--- src/design/urs_pkg.sv ---
// shared widths, register map, reset values and chain types for the unique random sampler
package urs_pkg;

    localparam int RAW_W         = 31;
    localparam int VAL_W         = 16;
    localparam int CNT_W         = 5;
    localparam int IDX_W         = 4;
    localparam int REM_W         = VAL_W + 1;
    localparam int DRAW_W        = VAL_W + 2;
    localparam int RANGE_W       = VAL_W + 2;
    localparam int ADDR_W        = 4;
    localparam int DATA_W        = 32;
    localparam int MAX_PICKS_DEF = 16;

    localparam logic [VAL_W-1:0] LOW_RESET   = '0;
    localparam logic [VAL_W-1:0] HIGH_RESET  = '1;
    localparam logic [CNT_W-1:0] COUNT_RESET = CNT_W'(16);

    typedef enum logic [1:0] {
        REG_RANGE_LOW  = 2'd0,
        REG_RANGE_HIGH = 2'd1,
        REG_PICK_COUNT = 2'd2
    } t_reg_idx;

    typedef enum logic [2:0] {
        ST_IDLE,
        ST_PREP,
        ST_MOD,
        ST_WALK,
        ST_DONE
    } t_state;

    // running draw that travels down the chain
    typedef struct packed {
        logic              vld;
        logic [DRAW_W-1:0] draw;
    } t_token;

    // per-cell occupancy seen from the fill level
    typedef struct packed {
        logic active;
        logic at_end;
    } t_cell_ctl;

    // sorted insert broadcast to all cells
    typedef struct packed {
        logic             en;
        logic [VAL_W-1:0] value;
    } t_ins;

endpackage

--- src/design/urs_mod.sv ---
// restoring serial modulo: one dividend bit per cycle
module urs_mod import urs_pkg::*; (
    input  logic             i_clk,
    input  logic             i_rst_n,
    input  logic             i_start,
    input  logic [RAW_W-1:0] i_dividend,
    input  logic [REM_W-1:0] i_divisor,
    output logic             o_done,
    output logic [REM_W-1:0] o_rem
);

    localparam int STEP_W = $clog2(RAW_W + 1);

    logic [STEP_W-1:0] r_cnt;
    logic              r_done;
    logic [REM_W-1:0]  r_rem;
    logic [RAW_W-1:0]  r_dvd;
    logic [REM_W-1:0]  r_div;
    logic [REM_W:0]    w_trial;
    logic [REM_W-1:0]  n_rem;

    always_comb begin
        w_trial = {r_rem, r_dvd[RAW_W-1]};
        if (w_trial >= {1'b0, r_div}) begin
            n_rem = REM_W'(w_trial - {1'b0, r_div});
        end else begin
            n_rem = REM_W'(w_trial);
        end
    end

    always_ff @(posedge i_clk) begin
        if (!i_rst_n) begin
            r_cnt  <= '0;
            r_done <= 1'b0;
        end else begin
            r_done <= (r_cnt == STEP_W'(1));
            if (i_start) begin
                r_cnt <= STEP_W'(RAW_W);
            end else if (r_cnt != '0) begin
                r_cnt <= r_cnt - STEP_W'(1);
            end
        end
    end

    always_ff @(posedge i_clk) begin
        if (i_start) begin
            r_rem <= '0;
            r_dvd <= i_dividend;
            r_div <= i_divisor;
        end else if (r_cnt != '0) begin
            r_rem <= n_rem;
            r_dvd <= {r_dvd[RAW_W-2:0], 1'b0};
        end
    end

    assign o_done = r_done;
    assign o_rem  = r_rem;

endmodule

--- src/design/urs_cell.sv ---
// one cell of the sorted pick chain: stores a pick, bumps the passing draw, shifts on insert
module urs_cell import urs_pkg::*; (
    input  logic             i_clk,
    input  logic             i_rst_n,
    input  t_token           i_tok,
    output t_token           o_tok,
    input  t_cell_ctl        i_ctl,
    input  t_ins             i_ins,
    input  logic [VAL_W-1:0] i_prev_val,
    input  logic             i_prev_gt,
    output logic [VAL_W-1:0] o_val,
    output logic             o_gt
);

    logic              r_tok_vld;
    logic [DRAW_W-1:0] r_draw;
    logic [VAL_W-1:0]  r_val;
    logic              w_bump;

    assign w_bump = i_ctl.active && ({2'b00, r_val} <= i_tok.draw);
    assign o_gt   = i_ctl.active && (r_val > i_ins.value);

    always_ff @(posedge i_clk) begin
        if (!i_rst_n) begin
            r_tok_vld <= 1'b0;
        end else begin
            r_tok_vld <= i_tok.vld;
        end
    end

    always_ff @(posedge i_clk) begin
        if (i_tok.vld) begin
            r_draw <= i_tok.draw + DRAW_W'(w_bump);
        end
    end

    // larger entries move up one place; first larger cell, else end cell, takes the new pick
    always_ff @(posedge i_clk) begin
        if (i_ins.en) begin
            if (i_prev_gt) begin
                r_val <= i_prev_val;
            end else if (o_gt || i_ctl.at_end) begin
                r_val <= i_ins.value;
            end
        end
    end

    assign o_tok.vld  = r_tok_vld;
    assign o_tok.draw = r_draw;
    assign o_val      = r_val;

endmodule

--- src/design/unique_random_sampler.sv ---
// Unique random sampler: draws distinct values from [range_low, range_high], one per raw
// random word. An item runs a serial modulo, then passes its draw down the chain of stored
// picks; a pick whose range is negative skips both, and a pick whose range is zero skips the
// modulo. One item is in flight at a time; a finished result waits in the output register
// while the next item is taken. Registers are written at 0x0, 0x4, 0x8.
module unique_random_sampler import urs_pkg::*; #(
    parameter int MAX_PICKS = MAX_PICKS_DEF
) (
    input  logic              i_clk,
    input  logic              i_rst_n,
    input  logic              i_valid,
    output logic              o_stall,
    input  logic [RAW_W-1:0]  i_raw_random,
    output logic              o_valid,
    input  logic              i_stall,
    output logic [VAL_W-1:0]  o_picked_value,
    output logic [IDX_W-1:0]  o_pick_index,
    output logic              o_last_of_set,
    output logic              o_range_exhausted,
    input  logic              psel,
    input  logic              penable,
    input  logic              pwrite,
    input  logic [ADDR_W-1:0] paddr,
    input  logic [DATA_W-1:0] pwdata,
    output logic [DATA_W-1:0] prdata,
    output logic              pready
);

    localparam int HELD_W = $clog2(MAX_PICKS + 1);

    t_state             r_state;
    t_state             n_state;
    logic [VAL_W-1:0]   r_low;
    logic [VAL_W-1:0]   r_high;
    logic [CNT_W-1:0]   r_count;
    logic [CNT_W-1:0]   r_picks_done;
    logic [HELD_W-1:0]  r_held;
    logic [CNT_W-1:0]   r_idx;
    logic [RAW_W-1:0]   r_raw;
    logic [VAL_W-1:0]   r_res_value;
    logic               r_res_exh;
    logic               r_out_vld;
    logic [VAL_W-1:0]   r_out_value;
    logic [IDX_W-1:0]   r_out_index;
    logic               r_out_last;
    logic               r_out_exh;

    logic [CNT_W-1:0]   w_eff_count;
    logic               w_boundary;
    logic [RANGE_W-1:0] w_range;
    logic               w_accept;
    logic               w_cfg_wr;
    logic               w_mod_start;
    logic               w_mod_done;
    logic [REM_W-1:0]   w_mod_rem;
    logic               w_inject;
    logic [DRAW_W-1:0]  w_inject_draw;
    logic               w_walk_end;
    logic               w_walk_exh;
    logic               w_load;
    logic [CNT_W-1:0]   w_next_done;
    t_ins               w_ins;

    t_token             w_tok [0:MAX_PICKS];
    logic [VAL_W-1:0]   w_val [0:MAX_PICKS-1];
    logic               w_gt  [0:MAX_PICKS-1];

    // configuration port
    assign pready   = 1'b1;
    assign w_cfg_wr = psel && penable && pwrite && pready;

    always_ff @(posedge i_clk) begin
        if (!i_rst_n) begin
            r_low   <= LOW_RESET;
            r_high  <= HIGH_RESET;
            r_count <= COUNT_RESET;
        end else if (w_cfg_wr) begin
            unique case (t_reg_idx'(paddr[ADDR_W-1:2]))
                REG_RANGE_LOW:  r_low   <= pwdata[VAL_W-1:0];
                REG_RANGE_HIGH: r_high  <= pwdata[VAL_W-1:0];
                REG_PICK_COUNT: r_count <= pwdata[CNT_W-1:0];
                default: ;
            endcase
        end
    end

    always_comb begin
        unique case (t_reg_idx'(paddr[ADDR_W-1:2]))
            REG_RANGE_LOW:  prdata = DATA_W'(r_low);
            REG_RANGE_HIGH: prdata = DATA_W'(r_high);
            REG_PICK_COUNT: prdata = DATA_W'(r_count);
            default:        prdata = '0;
        endcase
    end

    // pick count of zero behaves as one, clamp to the chain length
    always_comb begin
        w_eff_count = (r_count == '0) ? CNT_W'(1) : r_count;
        if (int'(w_eff_count) > MAX_PICKS) begin
            w_eff_count = CNT_W'(MAX_PICKS);
        end
    end

    assign w_boundary  = (r_picks_done >= w_eff_count);
    assign w_range     = RANGE_W'({2'b00, r_high}) - RANGE_W'({2'b00, r_low})
                       + RANGE_W'(1) - RANGE_W'(r_idx);
    assign w_accept    = i_valid && !o_stall;
    assign o_stall     = (r_state != ST_IDLE);
    assign w_walk_end  = w_tok[MAX_PICKS].vld;
    assign w_walk_exh  = (w_tok[MAX_PICKS].draw > {2'b00, r_high});
    assign w_next_done = r_idx + CNT_W'(1);

    always_ff @(posedge i_clk) begin
        if (!i_rst_n) begin
            r_state <= ST_IDLE;
        end else begin
            r_state <= n_state;
        end
    end

    always_comb begin
        n_state       = r_state;
        w_mod_start   = 1'b0;
        w_inject      = 1'b0;
        w_inject_draw = {2'b00, r_low};
        w_ins.en      = 1'b0;
        w_ins.value   = w_tok[MAX_PICKS].draw[VAL_W-1:0];
        w_load        = 1'b0;
        unique case (r_state)
            ST_IDLE: begin
                if (i_valid) begin
                    n_state = ST_PREP;
                end
            end
            ST_PREP: begin
                if (w_range[RANGE_W-1]) begin
                    n_state = ST_DONE;
                end else if (w_range == '0) begin
                    w_inject = 1'b1;
                    n_state  = ST_WALK;
                end else begin
                    w_mod_start = 1'b1;
                    n_state     = ST_MOD;
                end
            end
            ST_MOD: begin
                w_inject_draw = DRAW_W'(w_mod_rem) + {2'b00, r_low};
                if (w_mod_done) begin
                    w_inject = 1'b1;
                    n_state  = ST_WALK;
                end
            end
            ST_WALK: begin
                if (w_walk_end) begin
                    w_ins.en = !w_walk_exh && (int'(r_held) < MAX_PICKS);
                    n_state  = ST_DONE;
                end
            end
            ST_DONE: begin
                if (!r_out_vld || !i_stall) begin
                    w_load  = 1'b1;
                    n_state = ST_IDLE;
                end
            end
            default: n_state = ST_IDLE;
        endcase
    end

    always_ff @(posedge i_clk) begin
        if (!i_rst_n) begin
            r_picks_done <= '0;
            r_held       <= '0;
        end else begin
            if (w_accept && w_boundary) begin
                r_picks_done <= '0;
                r_held       <= '0;
            end else if (w_ins.en) begin
                r_held <= r_held + HELD_W'(1);
            end
            if (w_load) begin
                r_picks_done <= w_next_done;
            end
        end
    end

    // item payload and pick result
    always_ff @(posedge i_clk) begin
        if (w_accept) begin
            r_raw <= i_raw_random;
            r_idx <= w_boundary ? '0 : r_picks_done;
        end
        if (r_state == ST_PREP && w_range[RANGE_W-1]) begin
            r_res_exh   <= 1'b1;
            r_res_value <= '0;
        end else if (r_state == ST_WALK && w_walk_end) begin
            r_res_exh   <= w_walk_exh;
            r_res_value <= w_walk_exh ? '0 : w_tok[MAX_PICKS].draw[VAL_W-1:0];
        end
    end

    // output register
    always_ff @(posedge i_clk) begin
        if (!i_rst_n) begin
            r_out_vld <= 1'b0;
        end else if (w_load) begin
            r_out_vld <= 1'b1;
        end else if (!i_stall) begin
            r_out_vld <= 1'b0;
        end
    end

    always_ff @(posedge i_clk) begin
        if (w_load) begin
            r_out_value <= r_res_value;
            r_out_index <= r_idx[IDX_W-1:0];
            r_out_last  <= (w_next_done == w_eff_count);
            r_out_exh   <= r_res_exh;
        end
    end

    assign o_valid           = r_out_vld;
    assign o_picked_value    = r_out_value;
    assign o_pick_index      = r_out_index;
    assign o_last_of_set     = r_out_last;
    assign o_range_exhausted = r_out_exh;

    urs_mod u_mod (
        .i_clk      (i_clk),
        .i_rst_n    (i_rst_n),
        .i_start    (w_mod_start),
        .i_dividend (r_raw),
        .i_divisor  (w_range[REM_W-1:0]),
        .o_done     (w_mod_done),
        .o_rem      (w_mod_rem)
    );

    assign w_tok[0].vld  = w_inject;
    assign w_tok[0].draw = w_inject_draw;

    for (genvar k = 0; k < MAX_PICKS; k++) begin : g_cell
        t_cell_ctl        w_ctl;
        logic [VAL_W-1:0] w_prev_val;
        logic             w_prev_gt;

        assign w_ctl.active = (HELD_W'(k) < r_held);
        assign w_ctl.at_end = (HELD_W'(k) == r_held);

        if (k == 0) begin : g_head
            assign w_prev_val = '0;
            assign w_prev_gt  = 1'b0;
        end else begin : g_body
            assign w_prev_val = w_val[k-1];
            assign w_prev_gt  = w_gt[k-1];
        end

        urs_cell u_cell (
            .i_clk      (i_clk),
            .i_rst_n    (i_rst_n),
            .i_tok      (w_tok[k]),
            .o_tok      (w_tok[k+1]),
            .i_ctl      (w_ctl),
            .i_ins      (w_ins),
            .i_prev_val (w_prev_val),
            .i_prev_gt  (w_prev_gt),
            .o_val      (w_val[k]),
            .o_gt       (w_gt[k])
        );
    end

`ifndef SYNTHESIS
    a_held_bound: assert property (@(posedge i_clk) disable iff (!i_rst_n)
        int'(r_held) <= MAX_PICKS)
        else $error("stored pick count beyond chain length");

    a_exh_zero: assert property (@(posedge i_clk) disable iff (!i_rst_n)
        (o_valid && o_range_exhausted) |-> (o_picked_value == '0))
        else $error("exhausted pick carries a value");

    a_one_in_flight: assert property (@(posedge i_clk) disable iff (!i_rst_n)
        (i_valid && !o_stall) |=> (o_stall && !w_walk_end))
        else $error("transaction accepted while work still in flight");

    a_insert_in_walk: assert property (@(posedge i_clk) disable iff (!i_rst_n)
        w_ins.en |-> (r_state == ST_WALK && !r_res_exh || r_state == ST_WALK))
        else $error("insert outside the walk");
`endif

endmodule
--- config.mk ---
export PLATFORM = sky130hd
export DESIGN_NAME = unique_random_sampler
export DESIGN_NICKNAME = d
export VERILOG_FILES = /design/src/design/urs_pkg.sv /design/src/design/urs_mod.sv /design/src/design/urs_cell.sv /design/src/design/unique_random_sampler.sv
export SDC_FILE = /design/constraint.sdc
export NUM_CORES = 2
export LEC_CHECK = 0
export ABC_AREA = 1
export BUFFER_PORTS_ARGS = -buffer_cell sky130_fd_sc_hd__buf_2
export CAP_MARGIN = 20
export CORE_MARGIN = 3
export CORE_UTILIZATION = 55
export DETAILED_ROUTE_END_ITERATION = 6
export GPL_TIMING_DRIVEN = 0
export PLACE_DENSITY = 0.78
export SETUP_SLACK_MARGIN = 0.2
export SLEW_MARGIN = 20
export SYNTH_ARGS = -nofsm -noshare
export SYNTH_HDL_FRONTEND = slang
export SYNTH_SLANG_ARGS = --single-unit
--- constraint.sdc ---
create_clock -name i_clk -period 6.3 [get_ports i_clk]
set_clock_uncertainty 0.1 [all_clocks]
set_input_delay 1.26 -clock i_clk [delete_from_list [all_inputs] [get_ports i_clk]]
set_output_delay 1.26 -clock i_clk [all_outputs]
set_load 0.02 [all_outputs]
==> results_dict.tcl <==
set metrics [dict create \
    synth-seq-cells 757 \
    max_slew_margin_pct 25.4 \
    grt_pass1_vias 36924 \
    first_iter_violations 3648 \
    met1_usage_pct 36.9 \
    met3_usage_pct 4.36 \
    coreArea_um2 85400 \
    crit_path_max_incr_delay_ns 0.47 \
    r2r_cells 32 \
    drc 0 \
    finalCoreUtilization_pct 62.2 \
    drv_slew 0 \
    cp.arrival_ns 6.00 \
    ys.flop_type "edfxtp_1" \
    clk_latency_ns 0.66 \
    wl_per_cell_um 20.1 \
    gr-total-overflow 0 \
    fillCellCount 6969 \
    yosysSeqAreaShare_pct 45.5 \
    antenna_found_initial 2 \
    ys_async_sr_fraction_pct 0 \
    cpMaxStageDelayCell "fa_1" \
    via_count 38281 \
    rrSetupSlack_ns 0.59 \
    cp_num_buf_inv 3 \
    cts_tree "built" \
    startpoint_type "flop" \
    worst_ep_required_time_ns 6.59 \
    busiest_layer "met2" \
    io_buffers 94 \
    synthDistinctLibCells 68 \
    rr_endpoint "g_cell[0].u_cell.r_draw[14]" \
    nets 6002 \
    viasPerCell 5.87 \
    grt_max_degree 32 \
    critical_path_class "flop to flop" \
    cp_max_fo 4 \
    synthSimpleGateAreaFrac_pct 15.6 \
    path_clk_slew_ns 0.06 \
    cts.sinks 757 \
    drtAntennaViolNets 0 \
    maxCapViolCount 0 \
    clock.fmax_mhz 175 \
    worstSetupEndpointType "flop" \
    fin_setup_tns_ns 0 \
    timing_hold_violations_final 0 \
    hold_path.class "flop to flop" \
    grt_usage_pct 28.6 \
    grt_pass1_wl_um 201000 \
    synth_top_family_by_area "adder cells" \
    boundaryPins 131 \
    hp-start "r_res_value[10]" \
    whs_endpoint "o_picked_value[10]" \
    synthXorXnorAreaFrac_pct 5.14 \
    cts-root-buf "clkbuf_16" \
    fin_crit_sh_pct 90.7 \
    reg2reg_from "u_mod.o_rem[1]" \
    layout-drive-gt1-share_pct 7.55 \
    cp_num_cells 32 \
    synthAdderAreaFrac_pct 16.4 \
    power.density_nw_per_um2 252 \
    fp.dieH_um 300 \
    status "finished, final reports clean" \
    gp_congestion 0.966 \
    fp.dieW_um 300 \
    whs_path_depth 0 \
    rsz0062_at_grt "false" \
    area_growth_pct 11.6 \
    synthMuxAreaShare_pct 0 \
    fin_crit_ns 5.71 \
    path_delay_family "simple AND/OR/NAND/NOR gates" \
    numCtsBuffers 83 \
    synth_compound_gate_area_share_pct 11.2 \
    syn-cell-area_um2 47600 \
    avgSynthCellArea_um2 9.37 \
    initial_utilization_pct 55.7 \
    netlist_instances 5078 \
    grt_use_met2_pct 48.2 \
    synth-edff-count 650 \
    ctsHtreeMaxLevel 3 \
    dp_hpwl_um 100000 \
    cts_max_path_buffers 3 \
    critPathLaunch "u_mod.o_rem[1]" \
    power.leakage_nw 23.1 \
    diodes 0 \
    ys_warn_count 0 \
    rows 107 \
    drt_wl_total_um 131000 \
    ir_worst_vdd_mv 0.223 \
    setup_viol_count_final 0 \
    tightest_slew_ns 1.12 \
    crit_top_cell "nand2_1" \
    first_pass_iters 6 \
    die_area_um2 90000 \
]
## cells by family (layout without fill, tap and decap cells)
group / Yosys count / count (layout)
and+or+nand+nor: 1732 / 1732
xor gates and xnor gates: 279 / 279
adders and majority gates: 622 / 622
buffers and inverters: 745 / 1028
AOI/OAI and AO/OA: 941 / 941
other: 2 / 17
DFF: 757 / 757
## power breakdown
part / switching (mW) / internal [mW]
clock network: 2.13 / 2.89
registers: 0.195 / 5.79
logic: 1.55 / 0.839
total: 3.88 / 9.52
## worst max-delay path by stage
stage	end
2_1_floorplan	g_cell[0].u_cell.r_draw[14]
3_5_place_dp	g_cell[0].u_cell.r_draw[14]
5_1_grt	g_cell[0].u_cell.r_draw[14]
4_1_cts	g_cell[0].u_cell.r_draw[14]
6_report	g_cell[0].u_cell.r_draw[14]
3_3_place_gp	g_cell[0].u_cell.r_draw[14]
## synthesized netlist by cell type (5+ instances only)
cell       count  area (um^2)
nand2_1      792         2970
edfxtp_1     650        19500
ha_1         618         7730
inv_1        610         2290
a21oi_1      503         2520
nor2_1       453         1700
xor2_1       257         2250
o21ai_0      199          996
nand3_1      190          951
nor3_1       117          586
dfxtp_1      107         2140
clkbuf_1      92          345
nand4_1       90          563
a31oi_1       52          325
o211ai_1      35          263
a211oi_1      28          210
xnor2_1       22          193
buf_4         20          150
nor3b_1       18          135
nor4_1        17          106
nand2_2       14         87.6
a21oi_2       12          105
o21bai_1      12         90.1
o22ai_1       11         68.8
o21ai_1       10         50.1
o221ai_1      10         87.6
a21o_1         9         67.6
nor2_2         9         56.3
o221a_2        9          101
inv_2          8         30.0
or2_2          7         43.8
nand3b_1       6         45.0
a2111oi_0      5         43.8
a221o_1        5         50.1
buf_6          5         56.3
o211a_1        5         50.1
## cell usage in the layout (no fill, tap or decap), drive strengths merged, types with 4 or more instances in the layout
master / n
nand4: 90
a21o: 9
nor3b: 18
conb: 17
o211ai: 35
o221a: 9
nor4: 17
a211o: 4
a22oi: 4
fa: 4
a211oi: 28
edfxtp: 650
clkinv: 34
buf: 161
clkbuf: 200
dfxtp: 107
nand3b: 6
ha: 618
bufinv: 8
nor2: 462
a31oi: 52
or2: 8
o31ai: 4
nand2: 807
inv: 623
o221ai: 10
nand3: 192
a21boi: 4
o21ai: 211
or4: 4
o22ai: 11
a21oi: 515
a2111oi: 5
xor2: 257
nor3: 121
a221o: 5
o21bai: 12
o211a: 5
xnor2: 22
## per-layer routing
metal,wire length (um),vias to the layer above
li1,-,18178
met1,52200,18008
met2,61800,1709
met3,11200,382
met4,5770,4
met5,21,-
## what timing repair did
item / in CTS / in global routing
hold endpoints to repair: 0 / 0
setup buffers: 0 / 3
hold buffers: 0 / 0
pin swaps: 0 / 4
endpoints found under the setup margin: 2 / 7
resized for setup: 3 / 11
## registers in the layout (all words and copies together) (netlist names), 17 cells and up
signal                count
g_cell.u_cell.o_val     256
g_cell.u_cell.r_draw    288
r_raw                    31
u_mod.o_rem              17
u_mod.r_div              17
u_mod.r_dvd              31
## through the flow
step	cells	cell area, um^2	power, mW	worst slack [ns]	hold slack [ns]
after CTS	6517	53000	13.4	0.210	0.331
after detailed placement	6362	50200	8.43	0.000460	0.314
after global placement	6331	49500	8.34	0.125	0.315
final	6520	53100	13.4	0.588	0.326
after global routing	6520	53100	13.9	0.179	0.340
after floorplan	5093	47600	7.75	1.15	0.302
## layout make-up
cell class	count	area, um^2	area share [%]
plain buffers	125	607	1.14
clock buffers	108	2260	4.26
clock inverters	47	532	1.00
inverters	620	2330	4.39
multi-input cells	3591	23200	43.7
flip-flops and latches	757	21700	40.8
well taps	1144	1430	2.70
repair buffers	128	1060	2.01
Note: power is estimated with default switching activity, not from simulation.
